--- src/rtl/bof_pkg.sv ---
// Package: shared types and constants of the bezier outline flattener
package bof_pkg;
  localparam int DEF_MAX_DEPTH = 6;
  localparam int MAX_POINTS = 64;

  typedef enum logic [1:0] {
    CMD_MOVE  = 2'd0,
    CMD_LINE  = 2'd1,
    CMD_QUAD  = 2'd2,
    CMD_CUBIC = 2'd3
  } cmd_t;

  localparam logic CFG_EM_SCALE  = 1'b0;
  localparam logic CFG_TOLERANCE = 1'b1;

  typedef enum logic [2:0] {
    ST_IDLE,
    ST_SCALE,
    ST_POP,
    ST_TEST,
    ST_DECIDE,
    ST_EMIT
  } state_t;

  // command from controller to datapath
  typedef struct packed {
    logic load;
    logic scale_step;
    logic pop;
    logic test;
    logic split;
    logic emit_seg;
    logic emit_piece;
  } dp_cmd_t;

  // status from datapath to controller
  typedef struct packed {
    logic scale_done;
    logic curve;
    logic flat;
    logic stack_empty;
    logic budget_end;
  } dp_stat_t;
endpackage

--- src/rtl/bof_control.sv ---
// Controller: sequences scaling, stack pops, tests and point output
module bof_control import bof_pkg::*; (
  input  logic     clk,
  input  logic     rst_n,
  input  logic     in_valid,
  output logic     in_stall,
  output logic     out_valid,
  output logic     out_last,
  input  logic     out_stall,
  input  dp_stat_t stat,
  output dp_cmd_t  cmd
);
  state_t state_r, state_nxt;
  logic ov_r, ov_nxt, last_r, last_nxt;
  logic can_emit;
  logic piece_done;
  assign can_emit = !ov_r || !out_stall;
  assign piece_done = stat.stack_empty || stat.budget_end;

  always_comb begin
    state_nxt = state_r;
    case (state_r)
      ST_IDLE:   if (in_valid) state_nxt = ST_SCALE;
      ST_SCALE:  if (stat.scale_done) state_nxt = ST_EMIT;
      ST_EMIT:   if (can_emit) state_nxt = stat.curve ? ST_POP : ST_IDLE;
      ST_POP:    state_nxt = ST_TEST;
      ST_TEST:   state_nxt = ST_DECIDE;
      ST_DECIDE: begin
        if (!stat.flat) state_nxt = ST_POP;
        else if (can_emit) state_nxt = piece_done ? ST_IDLE : ST_POP;
      end
      default:   state_nxt = ST_IDLE;
    endcase
  end

  always_comb begin
    cmd = '0;
    in_stall = (state_r != ST_IDLE);
    ov_nxt = ov_r && out_stall;
    last_nxt = last_r;
    case (state_r)
      ST_IDLE:  cmd.load = in_valid;
      ST_SCALE: cmd.scale_step = 1'b1;
      ST_EMIT: begin
        if (can_emit) begin
          cmd.emit_seg = 1'b1;
          if (!stat.curve) begin
            ov_nxt = 1'b1;
            last_nxt = 1'b1;
          end
        end
      end
      ST_POP:  cmd.pop = 1'b1;
      ST_TEST: cmd.test = 1'b1;
      ST_DECIDE: begin
        if (!stat.flat) cmd.split = 1'b1;
        else if (can_emit) begin
          cmd.emit_piece = 1'b1;
          ov_nxt = 1'b1;
          last_nxt = piece_done;
        end
      end
      default: ;
    endcase
  end

  always_ff @(posedge clk) begin
    if (!rst_n) begin
      state_r <= ST_IDLE;
      ov_r <= 1'b0;
      last_r <= 1'b0;
    end else begin
      state_r <= state_nxt;
      ov_r <= ov_nxt;
      last_r <= last_nxt;
    end
  end

  assign out_valid = ov_r;
  assign out_last = last_r;

  a_hold: assert property (@(posedge clk) disable iff (!rst_n)
    out_valid && out_stall |=> out_valid) else $error("request dropped");
  a_noacc: assert property (@(posedge clk) disable iff (!rst_n)
    state_r != ST_IDLE |-> in_stall) else $error("accept while busy");
  a_emit: assert property (@(posedge clk) disable iff (!rst_n)
    cmd.emit_piece |-> can_emit && !cmd.split) else $error("emit over pending");
endmodule

--- config.mk ---
export PLATFORM = sky130hd
export DESIGN_NAME = bof_control
export DESIGN_NICKNAME = d
export VERILOG_FILES = /design/src/rtl/bof_pkg.sv /design/src/rtl/bof_control.sv
export SDC_FILE = /design/constraint.sdc
export NUM_CORES = 1
export LEC_CHECK = 0
export ABC_AREA = 1
export ABC_CLOCK_PERIOD_IN_PS = 2100
export BUFFER_PORTS_ARGS = -buffer_cell sky130_fd_sc_hd__buf_2
export CAP_MARGIN = 10
export CORE_AREA = 5 5 42 44
export DETAILED_ROUTE_END_ITERATION = 10
export DIE_AREA = 0 0 47 49
export PLACE_DENSITY_LB_ADDON = 0.1
export SLEW_MARGIN = 25
export SYNTH_ARGS = -nofsm -noshare
export SYNTH_HDL_FRONTEND = slang
export SYNTH_SLANG_ARGS = --single-unit
--- constraint.sdc ---
create_clock -name clk -period 2.1 [get_ports clk]
set_input_delay 0.21 -clock clk [delete_from_list [all_inputs] [get_ports clk]]
set_output_delay 0.21 -clock clk [all_outputs]
set_load 0.01 [all_outputs]
# ---- After elaboration in Yosys (flattened, before gate mapping)
# Index checks and enable logic that the tools add are counted.
dict set report classes {
  eq_ne 12
  mux 28
  reduce_logical 10
}
# op count
set ops {}
lappend ops {{1-bit two-way mux} 18}
lappend ops {{3-bit case mux with 6 select lines} 1}
lappend ops {{3-bit two-way mux} 5}
lappend ops {{2-bit inequality test, second input constant} 6}
lappend ops {{3-bit by 2-bit equality test with 1-bit output, second input constant} 2}
lappend ops {{3-bit equality test, second input constant} 2}
lappend ops {{5-bit AND reduction} 1}
lappend ops {{2-bit two-way mux} 2}
lappend ops {{1-bit case mux with 2 select lines} 2}
lappend ops {{4-bit AND reduction} 1}
lappend ops {{3-bit by 1-bit equality test with 1-bit output, second input constant} 1}
lappend ops {{3-bit logical NOT} 1}
lappend ops {{3-bit inequality test, second input constant} 1}
lappend ops {{3-bit nonzero test} 1}
lappend ops {{1-bit logical NOT} 2}
lappend ops {{1-bit logical OR} 2}
lappend ops {{2-bit nonzero test} 1}
lappend ops {{1-bit logical AND} 1}
dict set report totals {
  regBits 5
  in_bits 9
}

# ---- Longest topological paths before layout
dict set report depth {
  word_depth 5
  mapped_depth 8
  depth_no_buf 8
}

# ---- Least setup slack after synthesis
# OpenSTA, ideal clock, no wires.
dict set report synth_timing {
  path_kind {flip-flop to output port}
  start {register state_r[1]}
  end {output cmd[6] in the netlist's numbering}
  t_arrival_ns 0.861
  required_time_ns 1.890
  path_slack_ns 1.029
  path_stages_with_launch 4
  path_buffers 0
  path_cell_list {dfxtp_1 nor2_2 nand2_1 nor2_1}
}
# item line_no
set synth_rtl {}
lappend synth_rtl {{start: declaration} bof_control.sv:13} ;# state_t state_r, state_nxt;
lappend synth_rtl {{start signal: assignment} bof_control.sv:73} ;# state_r <= state_nxt;
lappend synth_rtl {{end: declaration} bof_control.sv:11} ;# output dp_cmd_t cmd

==> summary.txt <==
Power
  – Leakage: 0.325 nW
  – PwrDens: 609 nW/um2
  – Maximum VDD drop: 0.267 mV
  – Total power: 0.318 mW

Place
  – Worst setup slack after placement: 0.939 ns
  – Placer Congestion: 0.802
  – Hpwl dp: 868 um
  – Number of port buffers: 18

Min path
  – Hold Crit Class: in2reg

Synthesis
  – Async SR Flop Fraction: 0%
  – Most frequent cell after synthesis: nand2_1
  – Most common library cells after synthesis: nand2_1, inv_1, nand3_1, nor2_1, dfxtp_1
  – Synth top area cells: dfxtp_1, nand2_1, inv_1, nand3_1, nor2_1
  – Post-Syn Instances: 68
  – Post-synth top area share: 25.2%
  – Post-synth EDFFs: 0
  – Synthesized area: 398 um2
  – Avg Inst Size Synth: 5.85 um2
  – Top_reg_cell synth: dfxtp_1
  – Syn nets: 77
  – Post-synthesis cell type count: 18
  – Synth area leader: dfxtp_1
  – Syn. warnings: 0
  – Seq/Total Area, Yosys: 25.2%
  – Flops & latches, synth: 5

Clock tree
  – Setup Fix Bufs, Post-CTS: 0
  – Skew-Pair Late Insertion Delay: 0.25 ns
  – Clk sinks: 5
  – Worst-path clk slew: 0.04 ns
  – CTS Buf Count: 3
  – Clock Tree Buf Depth: 2
  – H-tree lvl count: 1
  – CTS tree: built
  – Hold_buf cts: 0
  – Clock root buffer master: clkbuf_4
  – CTS resizes: 0

Floorplan
  – Die area: 2300 um2
  – Initial Util: 28.4%
  – Core area: 1400 um2
  – Vert. Die Dim: 49 um
  – Die width: 47 um
  – IO Count: 19
  – Row Count: 14

Global route
  – GRT busiest layer: met2
  – Met1 GRT Util: 11.2%
  – Vias in the first global route: 423
  – Largest net degree at the start of global routing: 11
  – Total Routing Usage GR: 9.92%
  – Grt met3 use: 3.69%
  – Routing usage on met2: 14.7%
  – Total global routing overflow: 0
  – Initial antenna violation count: 0
  – First-pass GRT wire length: 1620 um

Layout
  – Filler Cell Count: 178
  – Area delta synth->final: 31.4%
  – Share of post-route cells with drive strength above 1: 36.0%
  – Antenna cell count: 0
  – Nets: 99

STA
  – Least-Margin Pin Slew: 0.381 ns
  – Slew headroom: 74.6%
  – TNS Setup: 0 ns
  – RSZ-0062 raised after global routing: false
  – # setup viols final: 0
  – Clock Skew: 0.00251 ns
  – Final Worst Setup Slack: 0.687 ns
  – Fin crit share: 67.3%
  – Final Hold Viols: 0
  – Peak Freq: 0.708 GHz
  – Final Slew Violations: 0
  – Crit path time final: 1.41 ns

Worst setup path
  – CP endpoint: cmd[0]
  – Req. time, crit path: 1.89 ns
  – Worst reg2reg endpoint: state_r[2]
  – R2r worst-path depth: 6
  – Crit path from: state_r[1]
  – CP Max Fanout: 5
  – Worst R2R Start: state_r[2]
  – Element type at the critical path start: register
  – Flop2flop setup slack: 0.96 ns
  – Crit. End Element: primary output
  – WS Path Type: reg2out
  – Crit path arrival time: 1.20 ns

Detailed routing
  – Total routed wirelength: 1010 um
  – Vias per cell: 4.34
  – Initial DRT Pass Iterations: 2
  – DRC: 0
  – ANT nets after route: 0
  – Iteration-0 DRC Markers: 2
  – WL/cell: 9.63 um
  – Total number of vias: 456

Flow run
  – Max cap viols: 0

Run status
  – Outcome: complete, no violations
[power by group]
part | total, mW | switching (mW) | internal, mW
Sequential | 0.111 | 0.00898 | 0.102
Clock | 0.114 | 0.0421 | 0.0720
Combinational | 0.0927 | 0.0563 | 0.0365
[worst max-delay path: stages, from the launching register on]
cell and delay [ns]:
dfxtp_1 0.36, nor2_2 0.24, nand3_2 0.13, nor2_1 0.10, buf_2 0.13
[placed cells by master (no fill, tap or decap), types with 3 or more instances in the layout]
master / netlist / final
nand3_1: 8 / 8
nor2_1: 8 / 8
nor2_2: 3 / 3
buf_2: 0 / 18
inv_1: 12 / 12
inv_2: 4 / 4
dfxtp_1: 5 / 5
clkbuf_4: 0 / 3
nand2_1: 15 / 15
o21ai_1: 3 / 3
[metrics by stage]
stage,cell area (um2),utilization (%),hold WS [ns],cells
finish,523,37.3,0.211,105
global route,523,37.3,0.219,105
CTS,523,37.3,0.207,105
detailed placement,497,35.4,0.462,101
global placement,497,35.4,0.461,101
floorplan,398,-,0.308,68
[logic make-up (layout without fill, tap and decap cells)]
group / count (synthesis) / in the layout / synth area share [%]
AOI/OAI and AO/OA: 6 / 6 / 8.80
buffers and inverters: 17 / 38 / 17.9
DFF: 5 / 5 / 25.2
and+or+nand+nor: 40 / 40 / 48.1
[registers in the layout (all words and copies together) (netlist names)]
register / count
out_valid: 1
out_last: 1
state_r: 3
[routing by layer]
layer | part of all wire [%] | up-vias
met3 | 8.2 | 4
met4 | 2.3 | 0
met2 | 47 | 13
li1 | - | 247
met1 | 42 | 192
met5 | 0 | -
[worst min-delay path by stage]
stage	to	depth (start not counted)	startpoint	slack, ns
after global placement	state_r[2]	3	rst_n	0.46
final	state_r[0]	3	rst_n	0.21
after global routing	state_r[0]	3	rst_n	0.22
after floorplan	state_r[0]	2	rst_n	0.31
after CTS	state_r[0]	3	rst_n	0.21
after detailed placement	state_r[0]	3	rst_n	0.46
[layout make-up]
| class | count | area [um2] | area share (%) |
|---|---|---|---|
| Tap cell | 16 | 20.0 | 3.83 |
| Sequential cell | 5 | 100 | 19.1 |
| Clock buffer | 4 | 26.3 | 5.02 |
| Inverter | 16 | 60.1 | 11.5 |
| Timing Repair Buffer | 18 | 90.1 | 17.2 |
| Multi-Input combinational cell | 46 | 226 | 43.3 |
Power figures use the tool's default switching activity.
